[src/rtl/core/rbei_pkg.sv]
// ----------------------------------------------------------------------------
// rbei_pkg - random bit error injector shared definitions
// Register map codes, generator constants and the structs passed between
// the sequencer and the top level.
// ----------------------------------------------------------------------------
`default_nettype none

package rbei_pkg;

	// drand48 generator: x' = (MUL * x + ADD) mod 2^48, MUL split at bit 32
	localparam logic [31:0] LCG_MUL_LO  = 32'hDEEC_E66D;
	localparam logic [2:0]  LCG_MUL_HI  = 3'h5;
	localparam logic [47:0] LCG_ADD     = 48'hB;
	localparam logic [47:0] LCG_DEFAULT = 48'h1234_ABCD_330E;
	localparam logic [47:0] SEED_RESET  = 48'd20017429951246;

	localparam logic [7:0]  MASK_MSB    = 8'h80;

	// register indexes (byte address / 8)
	localparam logic [2:0] REG_THRESHOLD  = 3'd0;
	localparam logic [2:0] REG_MAX_ERRORS = 3'd1;
	localparam logic [2:0] REG_HEADER     = 3'd2;
	localparam logic [2:0] REG_TRAILER    = 3'd3;
	localparam logic [2:0] REG_SEED       = 3'd4;

	typedef struct packed {
		logic [48:0] error_threshold;
		logic [4:0]  max_errors;
		logic [16:0] header_bits;
		logic [16:0] trailer_bits;
	} cfg_t;

	typedef struct packed {
		logic        flip;
		logic [12:0] byte_index;
		logic [7:0]  bit_mask;
		logic        zone_empty;
		logic        last_test;
		logic [31:0] errored_units;
		logic [31:0] total_flips;
	} res_t;

	typedef enum logic [2:0] {
		S_IDLE,
		S_DRAW,
		S_DRAW_WAIT,
		S_POS,
		S_POS_WAIT,
		S_MOD_WAIT,
		S_EMIT
	} state_t;

endpackage

`default_nettype wire

[src/rtl/core/rbei_lcg.sv]
// ----------------------------------------------------------------------------
// rbei_lcg - drand48 step unit
// One 24x32 multiplier reused over three partial products forms the 48-bit
// next state.
// ----------------------------------------------------------------------------
`default_nettype none

module rbei_lcg (
	input  wire logic        clk,
	input  wire logic        arst_n,
	input  wire logic        start,
	input  wire logic [47:0] x,
	output logic             done,
	output logic [47:0]      result
);

	logic [47:0] x_q;
	logic [47:0] acc_q;
	logic [55:0] prod_q;
	logic [1:0]  cnt_q;
	logic        busy_q;
	logic        done_q;

	logic [23:0] mul_a;
	logic [31:0] mul_b;

	always_comb begin
		unique case (cnt_q)
			2'd0: begin
				mul_a = x_q[23:0];
				mul_b = rbei_pkg::LCG_MUL_LO;
			end
			2'd1: begin
				mul_a = x_q[47:24];
				mul_b = rbei_pkg::LCG_MUL_LO;
			end
			2'd2: begin
				mul_a = x_q[23:0];
				mul_b = {29'b0, rbei_pkg::LCG_MUL_HI};
			end
			default: begin
				mul_a = '0;
				mul_b = '0;
			end
		endcase
	end

	always_ff @(posedge clk or negedge arst_n) begin
		if (!arst_n) begin
			busy_q <= 1'b0;
			done_q <= 1'b0;
			cnt_q  <= '0;
		end else begin
			done_q <= 1'b0;
			if (start) begin
				busy_q <= 1'b1;
				cnt_q  <= '0;
			end else if (busy_q) begin
				cnt_q <= cnt_q + 2'd1;
				if (cnt_q == 2'd3) begin
					busy_q <= 1'b0;
					done_q <= 1'b1;
				end
			end
		end
	end

	// only the bits of each partial product that land below 2^48 are kept
	always_ff @(posedge clk) begin
		if (start) begin
			x_q   <= x;
			acc_q <= rbei_pkg::LCG_ADD;
		end else if (busy_q) begin
			prod_q <= 56'(mul_a * mul_b);
			unique case (cnt_q)
				2'd1:    acc_q <= acc_q + prod_q[47:0];
				2'd2:    acc_q <= acc_q + {prod_q[23:0], 24'b0};
				2'd3:    acc_q <= acc_q + {prod_q[15:0], 32'b0};
				default: acc_q <= acc_q;
			endcase
		end
	end

	assign done   = done_q;
	assign result = acc_q;

endmodule

`default_nettype wire

[src/rtl/core/rbei_mod.sv]
// ----------------------------------------------------------------------------
// rbei_mod - bit-serial remainder unit
// Restoring division of a 31-bit value by a 17-bit zone size, one quotient
// bit per cycle; only the remainder is kept.
// ----------------------------------------------------------------------------
`default_nettype none

module rbei_mod (
	input  wire logic        clk,
	input  wire logic        arst_n,
	input  wire logic        start,
	input  wire logic [30:0] dividend,
	input  wire logic [16:0] divisor,
	output logic             done,
	output logic [16:0]      rem
);

	logic [30:0] num_q;
	logic [16:0] div_q;
	logic [16:0] rem_q;
	logic [4:0]  cnt_q;
	logic        busy_q;
	logic        done_q;

	logic [17:0] trial;
	logic [17:0] rem_n;

	always_comb begin
		trial = {rem_q, num_q[30]};
		if (trial >= {1'b0, div_q}) begin
			rem_n = trial - {1'b0, div_q};
		end else begin
			rem_n = trial;
		end
	end

	always_ff @(posedge clk or negedge arst_n) begin
		if (!arst_n) begin
			busy_q <= 1'b0;
			done_q <= 1'b0;
			cnt_q  <= '0;
		end else begin
			done_q <= 1'b0;
			if (start) begin
				busy_q <= 1'b1;
				cnt_q  <= '0;
			end else if (busy_q) begin
				cnt_q <= cnt_q + 5'd1;
				if (cnt_q == 5'd30) begin
					busy_q <= 1'b0;
					done_q <= 1'b1;
				end
			end
		end
	end

	always_ff @(posedge clk) begin
		if (start) begin
			num_q <= dividend;
			div_q <= divisor;
			rem_q <= '0;
		end else if (busy_q) begin
			num_q <= {num_q[29:0], 1'b0};
			rem_q <= rem_n[16:0];
		end
	end

	assign done = done_q;
	assign rem  = rem_q;

endmodule

`default_nettype wire

[src/rtl/core/rbei_ctrl.sv]
// ----------------------------------------------------------------------------
// rbei_ctrl - test sequencer
// Holds the generator state and error counters, runs the tests of one unit
// through the step and remainder units and hands each result on.
// ----------------------------------------------------------------------------
`default_nettype none

module rbei_ctrl #(
	parameter int MAX_UNIT_BYTES = 8192,
	parameter int MAX_TESTS      = 16
) (
	input  wire logic                 clk,
	input  wire logic                 arst_n,
	input  wire rbei_pkg::cfg_t       cfg,
	input  wire logic                 seed_load,
	input  wire logic [47:0]          seed,
	input  wire logic                 in_valid,
	input  wire logic [13:0]          unit_bytes,
	output logic                      in_ready,
	input  wire logic                 out_free,
	output logic                      res_load,
	output rbei_pkg::res_t            res
);

	localparam int TW = (MAX_TESTS > 1) ? $clog2(MAX_TESTS + 1) : 1;

	rbei_pkg::state_t state_q, state_n;

	logic [47:0]        lcg_q;
	logic [31:0]        units_q;
	logic [31:0]        flips_q;
	logic [TW-1:0]      tests_q;
	logic [TW-1:0]      test_q;
	logic [16:0]        divisor_q;
	logic               empty_q;
	logic               made_q;
	logic               flip_q;
	logic [12:0]        bidx_q;
	logic [7:0]         mask_q;

	logic               lcg_start, lcg_done;
	logic [47:0]        lcg_res;
	logic               mod_start, mod_done;
	logic [16:0]        mod_rem;

	logic [13:0]        bytes_sat;
	logic signed [18:0] zone;
	logic [TW-1:0]      tests_n;
	logic               hit;
	logic               last;
	logic [17:0]        bit_pos;
	logic [31:0]        units_n;
	logic [31:0]        flips_n;

	rbei_lcg u_lcg (
		.clk    (clk),
		.arst_n (arst_n),
		.start  (lcg_start),
		.x      (lcg_q),
		.done   (lcg_done),
		.result (lcg_res)
	);

	rbei_mod u_mod (
		.clk      (clk),
		.arst_n   (arst_n),
		.start    (mod_start),
		.dividend (lcg_res[47:17]),
		.divisor  (divisor_q),
		.done     (mod_done),
		.rem      (mod_rem)
	);

	always_comb begin
		if ({3'b0, unit_bytes} > 17'(MAX_UNIT_BYTES)) begin
			bytes_sat = 14'(MAX_UNIT_BYTES);
		end else begin
			bytes_sat = unit_bytes;
		end
		zone = $signed({2'b0, bytes_sat, 3'b0}) - $signed({2'b0, cfg.header_bits})
			- $signed({2'b0, cfg.trailer_bits});

		if (cfg.max_errors == 5'd0) begin
			tests_n = TW'(1);
		end else if ({2'b0, cfg.max_errors} > 7'(MAX_TESTS)) begin
			tests_n = TW'(MAX_TESTS);
		end else begin
			tests_n = TW'(cfg.max_errors);
		end

		hit     = ({1'b0, lcg_res} <= cfg.error_threshold) && !empty_q;
		last    = (test_q == TW'(tests_q - TW'(1)));
		bit_pos = {1'b0, mod_rem} + {1'b0, cfg.header_bits};
		flips_n = flips_q + {31'b0, flip_q};
		units_n = units_q + {31'b0, flip_q && !made_q};
	end

	always_ff @(posedge clk or negedge arst_n) begin
		if (!arst_n) begin
			state_q <= rbei_pkg::S_IDLE;
		end else begin
			state_q <= state_n;
		end
	end

	always_comb begin
		state_n   = state_q;
		in_ready  = 1'b0;
		lcg_start = 1'b0;
		mod_start = 1'b0;
		res_load  = 1'b0;
		unique case (state_q)
			rbei_pkg::S_IDLE: begin
				in_ready = 1'b1;
				if (in_valid) begin
					state_n = rbei_pkg::S_DRAW;
				end
			end
			rbei_pkg::S_DRAW: begin
				lcg_start = 1'b1;
				state_n   = rbei_pkg::S_DRAW_WAIT;
			end
			rbei_pkg::S_DRAW_WAIT: begin
				if (lcg_done) begin
					state_n = hit ? rbei_pkg::S_POS : rbei_pkg::S_EMIT;
				end
			end
			rbei_pkg::S_POS: begin
				lcg_start = 1'b1;
				state_n   = rbei_pkg::S_POS_WAIT;
			end
			rbei_pkg::S_POS_WAIT: begin
				if (lcg_done) begin
					mod_start = 1'b1;
					state_n   = rbei_pkg::S_MOD_WAIT;
				end
			end
			rbei_pkg::S_MOD_WAIT: begin
				if (mod_done) begin
					state_n = rbei_pkg::S_EMIT;
				end
			end
			rbei_pkg::S_EMIT: begin
				if (out_free) begin
					res_load = 1'b1;
					state_n  = last ? rbei_pkg::S_IDLE : rbei_pkg::S_DRAW;
				end
			end
			default: state_n = rbei_pkg::S_IDLE;
		endcase
	end

	always_ff @(posedge clk or negedge arst_n) begin
		if (!arst_n) begin
			lcg_q   <= rbei_pkg::LCG_DEFAULT;
			units_q <= '0;
			flips_q <= '0;
			made_q  <= 1'b0;
			test_q  <= '0;
		end else begin
			if (seed_load) begin
				lcg_q <= seed;
			end else if (lcg_done) begin
				lcg_q <= lcg_res;
			end
			if (state_q == rbei_pkg::S_IDLE && in_valid) begin
				made_q <= 1'b0;
				test_q <= '0;
			end else if (res_load) begin
				units_q <= units_n;
				flips_q <= flips_n;
				made_q  <= made_q | flip_q;
				test_q  <= test_q + TW'(1);
			end
		end
	end

	always_ff @(posedge clk) begin
		if (state_q == rbei_pkg::S_IDLE && in_valid) begin
			tests_q   <= tests_n;
			divisor_q <= zone[16:0];
			empty_q   <= zone[18] || (zone == 19'sd0);
		end
		if (state_q == rbei_pkg::S_DRAW) begin
			flip_q <= 1'b0;
			bidx_q <= '0;
			mask_q <= '0;
		end else if (mod_done) begin
			flip_q <= 1'b1;
			bidx_q <= bit_pos[15:3];
			mask_q <= rbei_pkg::MASK_MSB >> bit_pos[2:0];
		end
	end

	always_comb begin
		res.flip          = flip_q;
		res.byte_index    = bidx_q;
		res.bit_mask      = mask_q;
		res.zone_empty    = empty_q;
		res.last_test     = last;
		res.errored_units = units_n;
		res.total_flips   = flips_n;
	end

	a_lcg_done_wait: assert property (@(posedge clk) disable iff (!arst_n)
		lcg_done |-> (state_q == rbei_pkg::S_DRAW_WAIT || state_q == rbei_pkg::S_POS_WAIT))
		else $error("generator step finished outside a wait state");

	a_mod_done_wait: assert property (@(posedge clk) disable iff (!arst_n)
		mod_done |-> state_q == rbei_pkg::S_MOD_WAIT)
		else $error("remainder finished outside its wait state");

	a_flip_mask: assert property (@(posedge clk) disable iff (!arst_n)
		(res_load && res.flip) |-> $onehot(res.bit_mask))
		else $error("flip without a single-bit mask");

	a_no_flip_clear: assert property (@(posedge clk) disable iff (!arst_n)
		(res_load && !res.flip) |-> (res.bit_mask == 8'd0 && res.byte_index == 13'd0))
		else $error("non-flip result carries a position");

	a_empty_no_flip: assert property (@(posedge clk) disable iff (!arst_n)
		(res_load && res.zone_empty) |-> !res.flip)
		else $error("flip made in an empty zone");

endmodule

`default_nettype wire

[src/rtl/core/random_bit_error_injector.sv]
// ----------------------------------------------------------------------------
// random_bit_error_injector - drand48 driven bit error position generator
// Per data unit, runs a number of error tests and reports the byte and XOR
// mask of each bit chosen for flipping, with running error counters.
//
//  port group  dir  payload
//  s_*         in   unit length in bytes
//  m_*         out  one result per test, tlast on the final test of a unit
//  p*          cfg  threshold, test count, header/trailer bits, seed
//
// Each test runs one generator step on the shared 24x32 multiplier; a hit test
// runs a second step for the bit position and then the serial remainder.
// s_tready is low while a unit is in progress; a stalled result holds the
// sequencer in its emit state. No clearing pass after reset.
// ----------------------------------------------------------------------------
`default_nettype none

module random_bit_error_injector #(
	parameter int MAX_UNIT_BYTES = 8192,
	parameter int MAX_TESTS      = 16
) (
	input  wire logic        clk,
	input  wire logic        arst_n,
	input  wire logic        psel,
	input  wire logic        penable,
	input  wire logic        pwrite,
	input  wire logic [5:0]  paddr,
	input  wire logic [63:0] pwdata,
	output logic [63:0]      prdata,
	output logic             pready,
	input  wire logic        s_tvalid,
	output logic             s_tready,
	input  wire logic [15:0] s_tdata,   // [13:0] unit_bytes
	output logic             m_tvalid,
	input  wire logic        m_tready,
	output logic [87:0]      m_tdata,   // [12:0] byte_index, [20:13] bit_mask,
	                                    // [52:21] errored_units, [84:53] total_flips
	output logic [1:0]       m_tuser,   // [0] flip, [1] zone_empty
	output logic             m_tlast    // last_test
);

	rbei_pkg::cfg_t cfg_q;
	logic [47:0]    seed_q;
	logic           wr;
	logic [2:0]     reg_idx;
	logic           seed_load;

	rbei_pkg::res_t res;
	rbei_pkg::res_t out_q;
	logic           res_load;
	logic           m_tvalid_q;

	assign pready    = 1'b1;
	assign wr        = psel && penable && pwrite;
	assign reg_idx   = paddr[5:3];
	assign seed_load = wr && (reg_idx == rbei_pkg::REG_SEED);

	always_ff @(posedge clk or negedge arst_n) begin
		if (!arst_n) begin
			cfg_q.error_threshold <= '0;
			cfg_q.max_errors      <= 5'd1;
			cfg_q.header_bits     <= '0;
			cfg_q.trailer_bits    <= '0;
			seed_q                <= rbei_pkg::SEED_RESET;
		end else if (wr) begin
			unique case (reg_idx)
				rbei_pkg::REG_THRESHOLD:  cfg_q.error_threshold <= pwdata[48:0];
				rbei_pkg::REG_MAX_ERRORS: cfg_q.max_errors      <= pwdata[4:0];
				rbei_pkg::REG_HEADER:     cfg_q.header_bits     <= pwdata[16:0];
				rbei_pkg::REG_TRAILER:    cfg_q.trailer_bits    <= pwdata[16:0];
				rbei_pkg::REG_SEED:       seed_q                <= pwdata[47:0];
				default: ;
			endcase
		end
	end

	always_comb begin
		unique case (reg_idx)
			rbei_pkg::REG_THRESHOLD:  prdata = {15'b0, cfg_q.error_threshold};
			rbei_pkg::REG_MAX_ERRORS: prdata = {59'b0, cfg_q.max_errors};
			rbei_pkg::REG_HEADER:     prdata = {47'b0, cfg_q.header_bits};
			rbei_pkg::REG_TRAILER:    prdata = {47'b0, cfg_q.trailer_bits};
			rbei_pkg::REG_SEED:       prdata = {16'b0, seed_q};
			default:                  prdata = '0;
		endcase
	end

	rbei_ctrl #(
		.MAX_UNIT_BYTES (MAX_UNIT_BYTES),
		.MAX_TESTS      (MAX_TESTS)
	) u_ctrl (
		.clk        (clk),
		.arst_n     (arst_n),
		.cfg        (cfg_q),
		.seed_load  (seed_load),
		.seed       (pwdata[47:0]),
		.in_valid   (s_tvalid),
		.unit_bytes (s_tdata[13:0]),
		.in_ready   (s_tready),
		.out_free   (!m_tvalid_q || m_tready),
		.res_load   (res_load),
		.res        (res)
	);

	// output register: result waits here while the next test runs
	always_ff @(posedge clk or negedge arst_n) begin
		if (!arst_n) begin
			m_tvalid_q <= 1'b0;
		end else if (res_load) begin
			m_tvalid_q <= 1'b1;
		end else if (m_tready) begin
			m_tvalid_q <= 1'b0;
		end
	end

	always_ff @(posedge clk) begin
		if (res_load) begin
			out_q <= res;
		end
	end

	assign m_tvalid = m_tvalid_q;
	assign m_tdata  = {3'b0, out_q.total_flips, out_q.errored_units, out_q.bit_mask,
		out_q.byte_index};
	assign m_tuser  = {out_q.zone_empty, out_q.flip};
	assign m_tlast  = out_q.last_test;

endmodule

`default_nettype wire
[config.mk]
export PLATFORM = sky130hd
export DESIGN_NAME = random_bit_error_injector
export DESIGN_NICKNAME = d
export VERILOG_FILES = /design/src/rtl/core/rbei_pkg.sv /design/src/rtl/core/rbei_lcg.sv /design/src/rtl/core/rbei_mod.sv /design/src/rtl/core/rbei_ctrl.sv /design/src/rtl/core/random_bit_error_injector.sv
export SDC_FILE = /design/constraint.sdc
export NUM_CORES = 2
export LEC_CHECK = 0
export ABC_AREA = 1
export ABC_CLOCK_PERIOD_IN_PS = 21000
export BUFFER_PORTS_ARGS = -buffer_cell sky130_fd_sc_hd__buf_4
export CELL_PAD_IN_SITES_DETAIL_PLACEMENT = 0
export CELL_PAD_IN_SITES_GLOBAL_PLACEMENT = 2
export CORE_ASPECT_RATIO = 1.5
export CORE_MARGIN = 1
export CORE_UTILIZATION = 42
export DETAILED_ROUTE_END_ITERATION = 8
export GPL_TIMING_DRIVEN = 0
export HOLD_SLACK_MARGIN = 0.05
export PLACE_DENSITY = 0.89
export SKIP_CTS_REPAIR_TIMING = 1
export SYNTH_ARGS = -nofsm -noshare
export SYNTH_HDL_FRONTEND = slang
export SYNTH_HIERARCHICAL = 1
export SYNTH_SLANG_ARGS = --single-unit
[constraint.sdc]
create_clock -name clk -period 21 [get_ports clk]
set_input_delay 4.2 -clock clk [delete_from_list [all_inputs] [get_ports clk]]
set_output_delay 4.2 -clock clk [all_outputs]
set_load 0.01 [all_outputs]
# After elaboration in Yosys (flattened, before gate mapping)
# Index checks and enable logic that the tools add are counted.
dict set report word_totals {
  register_bits 611
  latchBits 0
  mem_bits_rw 0
  romBits 0
  inputBits 93
  output_inout_bits 158
  mem_count 0
}
dict set report classes {
  n_addsub 13
  multipliers 1
  div 0
  n_lt_le_gt_ge 4
  n_eq_ne 20
  n_shift 1
  n_mux 47
  bitwise_logic 3
  n_reduce_logical 35
}
# op count
set op_table {}
lappend op_table {{case mux 49 bit (5 select lines)} 1}
lappend op_table {{adder 48 bit} 3}
lappend op_table {{case mux 48 bit (3 select lines)} 1}
lappend op_table {{two-way mux 48 bit} 2}
lappend op_table {{adder 32 x 1 -> 32 bit} 2}
lappend op_table {{case mux 32 bit (2 select lines)} 1}
lappend op_table {{two-way mux 31 bit} 2}
lappend op_table {{<= comparator 48 x 49 -> 1 bit} 1}
lappend op_table {{multiplier 24 x 32 -> 48 bit} 1}
lappend op_table {{case mux 24 bit (2 select lines)} 1}
lappend op_table {{two-way mux 5 bit} 5}
lappend op_table {{two-way mux 1 bit} 23}
lappend op_table {{case mux 3 bit (7 select lines)} 1}
lappend op_table {{zero test 19 bit} 1}
lappend op_table {{subtractor 19 x 18 -> 19 bit} 1}
lappend op_table {{>= comparator 18 x 17 -> 1 bit} 1}
lappend op_table {{two-way mux 3 bit} 6}
lappend op_table {{subtractor 17 x 17 -> 18 bit} 1}
lappend op_table {{two-way mux 17 bit} 1}
lappend op_table {{subtractor 17 bit} 1}
lappend op_table {{adder 16 bit} 1}
lappend op_table {{AND reduction 2 bit} 8}
lappend op_table {{greater-than comparator 14 bit, second input constant} 1}
lappend op_table {{two-way mux 14 bit} 1}
lappend op_table {{27 further kinds} 57}

# Logic depth before layout (Yosys ltp)
dict set report depth {
  depth_word 6
  depth_mapped 35
  depth_no_buf 33
}

# Modules after synthesis
# The synthesis kept the hierarchy.
# module n_inst cells_per_inst area_each_um2 seq_area_each_um2
set by_module_without_submodules {}
lappend by_module_without_submodules {rbei_lcg 1 3226 25688.4 3943.8}
lappend by_module_without_submodules {rbei_ctrl 1 1748 12484.5 4186.5}
lappend by_module_without_submodules {random_bit_error_injector 1 863 9043.7 6099.6}
lappend by_module_without_submodules {rbei_mod 1 524 4142.7 1956.9}

# Worst setup path before layout
# Ideal clock, no wire load.
dict set report synth_path {
  kind {input-to-output}
  startpoint {input port paddr[3]}
  endpoint {output port prdata[17]}
  arrival_time_ns 5.185
  setup_slack_ns 11.615
  cell_stages 6
  n_path_buf 3
  cell_sequence {buf_2 -> nor2_4 -> nand2_2 -> buf_2 -> buf_2 -> o22ai_1}
}
dict set report synth_between {
  elab_chain_cells 2
}
# element line
set synth_lines {}
lappend synth_lines {{start, declared} random_bit_error_injector.sv:27} ;# input wire logic [5:0] paddr,
lappend synth_lines {{equality test 3 bit, or another cell as far along} random_bit_error_injector.sv:78} ;# unique case (reg_idx)
lappend synth_lines {{case mux 49 bit (5 select lines) *} random_bit_error_injector.sv:78}
lappend synth_lines {{end, declared} random_bit_error_injector.sv:29} ;# output logic [63:0] prdata,
# Every way passes the cells marked *; elsewhere a longest branch is shown, timed or not.

# Worst setup path in the final report
dict set report layout_path {
  startpoint {input port paddr[3]}
  endpoint {output port prdata[34]}
}
# Same word-level chain as after synthesis.

==> results.txt <==
----------------------------------------------------
[Clocking]
  CTS tree ... yes
  Clock latency on the worst-skew pair ... 0.69 ns
  Number of buffers inserted during clock tree synthesis ... 68
  Root cell of the clock tree ... sky130_fd_sc_hd__clkbuf_16
  Clock-pin transition on the worst setup and hold timing paths ... 0.06 ns
  Number of levels the H-tree was split into ... 3
  Clock Sinks ... a little over 600
  Maximum clock path buffer count ... 3

[Layout]
  Number of nets in the final layout ... 7,551
  Commonest non-fill, non-tap cells in the layout ... sky130_fd_sc_hd__nand2_1 (1,500), sky130_fd_sc_hd__inv_1 (1,231), sky130_fd_sc_hd__ha_1 (441)
  Final design utilization ... 47.5%
  Commonest non-fill, non-tap cell in the layout ... sky130_fd_sc_hd__nand2_1
  Signed area change from the synthesized netlist to the final layout ... 11.8%
  Seq. cell area ... ~16,000 um2
  Area of combinational cells with multiple inputs ... 29,800 um2
  Fill cell count ... 12,100
  Post-Layout Cell Count ... 8,306
  Layout cells sized above 1 ... under 10%

[Synthesis]
  Flip-flop and latch count after synthesis ... slightly above 600
  Post-synth EDFFs ... 255
  Synthesized area per cell ... 8.07 um2
  Cell types occupying the most area after synthesis ... sky130_fd_sc_hd__edfxtp_1 (15%), sky130_fd_sc_hd__fa_1 (14%), sky130_fd_sc_hd__nand2_1 (11%)
  Most common flop cell mapped by yosys ... sky130_fd_sc_hd__edfxtp_1
  Total of warnings raised by yosys ... 6
  Count of different cell masters after synthesis ... 70
  Area share of the leading cell type in the synthesized netlist ... 14.9%
  Post-synthesis instance total ... 6,361
  Sequential cell area fraction in the yosys report ... 31.5%
  Post-synthesis cell type with the largest combined area ... sky130_fd_sc_hd__edfxtp_1
  Post-synthesis instance area ... 51,400 um2
  Async set-reset flop share out of synthesis ... 44.0%

[Critical path]
  Worst endpoint data arrival time ... 6.00 ns
  Worst Path Required ... 16.80 ns
  Critical Path Fanout Max ... 10
  Worst Setup End Kind ... output port
  CP startpoint kind ... primary input
  Critical Setup Path Class ... in -> out

[Routing]
  Number of iterations in the first detailed-routing pass ... 6
  Post-detailed-route count of antenna-violating nets ... 0
  DRC ... 0
  Iter 0 DRT Violations ... 2,921
  Routed vias ... 43,100
  Routed wire per std cell ... around 22 um
  Mean number of vias per cell ... between 5 and 6
  Total wire length ... 187 mm

[Min path]
  Type of the tightest min-delay check ... reg -> reg

[Floorplan]
  Area of the core ... about 120,000 um2
  Full die area ... 124,000 um2
  Die Wd ... 288 um
  Number of placement rows ... 156
  I/O pins ... 251
  Die outline height ... between 400 and 500 um
  Initial Util ... 42.5%

[Placed design]
  Port Buffer Count ... 210
  Dpl hpwl ... 159 mm
  Cell count after placement ... 8,175
  Gp weighted congestion ... 0.975

[Global route]
  M2 GR Usage ... 56.3%
  Fraction of met3 tracks used by global routing ... about 3.7%
  Global-route wire length before repair ... 277 mm
  Global-route usage over all layers ... 30.5%
  Via count of the first global-routing pass ... around 44,000
  GR met1 Demand/Resource ... 32.4%
  Most heavily used metal layer in global routing ... met2
  Antenna violations before repair ... 6
  Pin count of the biggest net entering global routing ... 112
  Sum of overflow across all layers after global routing ... 0

[STA]
  Max-slew violations ... 0
  Max-slew headroom ... 24.0%
  Count of final hold-check violations ... 0
  Unrepaired setup endpoints after global routing ... false
  Setup Skew ... 0.0412 ns
  Setup total negative slack ... 0 ns
  Minimum period implied by the final worst setup slack ... 10.20 ns
  Setup Viol. Count Final ... 0
  Final clock period utilization by the worst path ... between 40% and 50%
  Transition time at the pin with the least slew margin ... 1.14 ns
  Maximum clock rate ... 98.0 MHz

[Job]
  # Max-Cap Violations ... 0

[Run status]
  Outcome ... finished clean

----------------------------------------------------
==> cell usage after synthesis, drive strengths merged, types with 4 or more instances <==
cell type	instances
o22ai	33
clkinv	5
nor3	66
a21boi	5
xnor2	60
a22oi	23
inv	1246
nand4	85
or2	14
nand3	431
and3	4
nor2	400
nand3b	21
buf	76
a21oi	298
xor2	120
clkbuf	85
o211ai	4
o21a	4
o21bai	40
a21o	22
a31oi	6
dfrtp	224
fa	352
edfxtp	255
dfstp	45
nand2	1534
o21ai	350
nor4	8
ha	441
dfxtp	87
==> layout make-up <==
type                            instances  share of cell area [%]
Clock inverter                         40                   0.751
Inverter                             1251                    8.18
Multi-Input combinational cell       4355                    51.9
Antenna cell                            5                  0.0218
Timing Repair Buffer                  217                    3.02
Tap cell                             1580                    3.44
Buffer                                161                    1.34
Clock buffer                           86                    3.20
Sequential cell                       611                    28.2
==> worst max-delay path, cell delays in order <==
cell                       delay [ns]
sky130_fd_sc_hd__buf_2           0.24
sky130_fd_sc_hd__nor2_4          0.12
sky130_fd_sc_hd__nand2_2         0.20
sky130_fd_sc_hd__clkbuf_1        0.45
sky130_fd_sc_hd__buf_2           0.42
sky130_fd_sc_hd__o22ai_1         0.15
sky130_fd_sc_hd__buf_4           0.19
==> per-stage QoR <==
step | setup slack [ns] | hold WS (ns) | cell area (um2)
final | 10.80 | 0.414 | 57400
after global routing | 10.73 | 0.422 | 57400
after CTS | 10.75 | 0.414 | 57400
after detailed placement | 10.74 | 0.405 | 55200
after global placement | 10.77 | 0.401 | 55000
after floorplan | 11.62 | 0.400 | 51400
==> cell families (layout without fill, tap and decap cells) <==
| group | after synthesis | after routing | synth area share (%) |
|---|---|---|---|
| other | 2 | 24 | 0.0146 |
| flip-flops | 611 | 611 | 31.5 |
| adder cells (fa/ha/maj) | 793 | 793 | 24.5 |
| buffers and inverters | 1412 | 1755 | 10.6 |
| AND/OR/NAND/NOR | 2566 | 2566 | 21.7 |
| AO/OA/AOI/OAI | 797 | 797 | 8.55 |
| XOR/XNOR | 180 | 180 | 3.10 |
==> routing by layer <==
layer | vias to the layer above | part of all wire [%]
met1 | 20700 | 36
met4 | 6 | 7.5
met3 | 432 | 3.9
met2 | 1201 | 53
li1 | 20800 | -
met5 | - | 0.022
==> flip-flops by register name (all words and copies together), names as in the netlist, 3 cells and up <==
| signal | flops |
|---|---|
| u_ctrl/lcg_q | 48 |
| u_ctrl/flips_q | 32 |
| u_ctrl/u_mod/cnt_q | 5 |
| m_tdata | 85 |
| u_ctrl/divisor_q | 17 |
| cfg_q | 88 |
| u_ctrl/tests_q | 5 |
| seed_q | 48 |
| u_ctrl/u_mod/num_q | 31 |
| u_ctrl/mask_q | 8 |
| u_ctrl/bidx_q | 13 |
| u_ctrl/state_q | 3 |
| u_ctrl/u_mod/div_q | 17 |
| u_ctrl/u_lcg/x_q | 48 |
| u_ctrl/u_lcg/prod_q | 48 |
| u_ctrl/units_q | 32 |
| u_ctrl/u_mod/rem | 17 |
| u_ctrl/u_lcg/result | 48 |
| u_ctrl/test_q | 5 |
==> worst paths after layout <==
kind / from / endpoint / slack [ns] / cells past startpoint
min in group asynchronous: arst_n / u_ctrl/flips_q[28] / 3.49 / 1
min: u_ctrl/divisor_q[7] / u_ctrl/u_mod/div_q[7] / 0.41 / 0
max in group asynchronous: arst_n / u_ctrl/lcg_q[10] / 16.44 / 2
max: paddr[3] / prdata[34] / 10.80 / 7
min reg2reg: u_ctrl/divisor_q[7] / u_ctrl/u_mod/div_q[7] / 0.41 / 0
max reg2reg: u_ctrl/u_lcg/cnt_q[0] / u_ctrl/u_lcg/prod_q[45] / 11.81 / 27
Power is not shown: default switching activity piles up to over one toggle a cycle in this logic, so the estimate is an artifact.
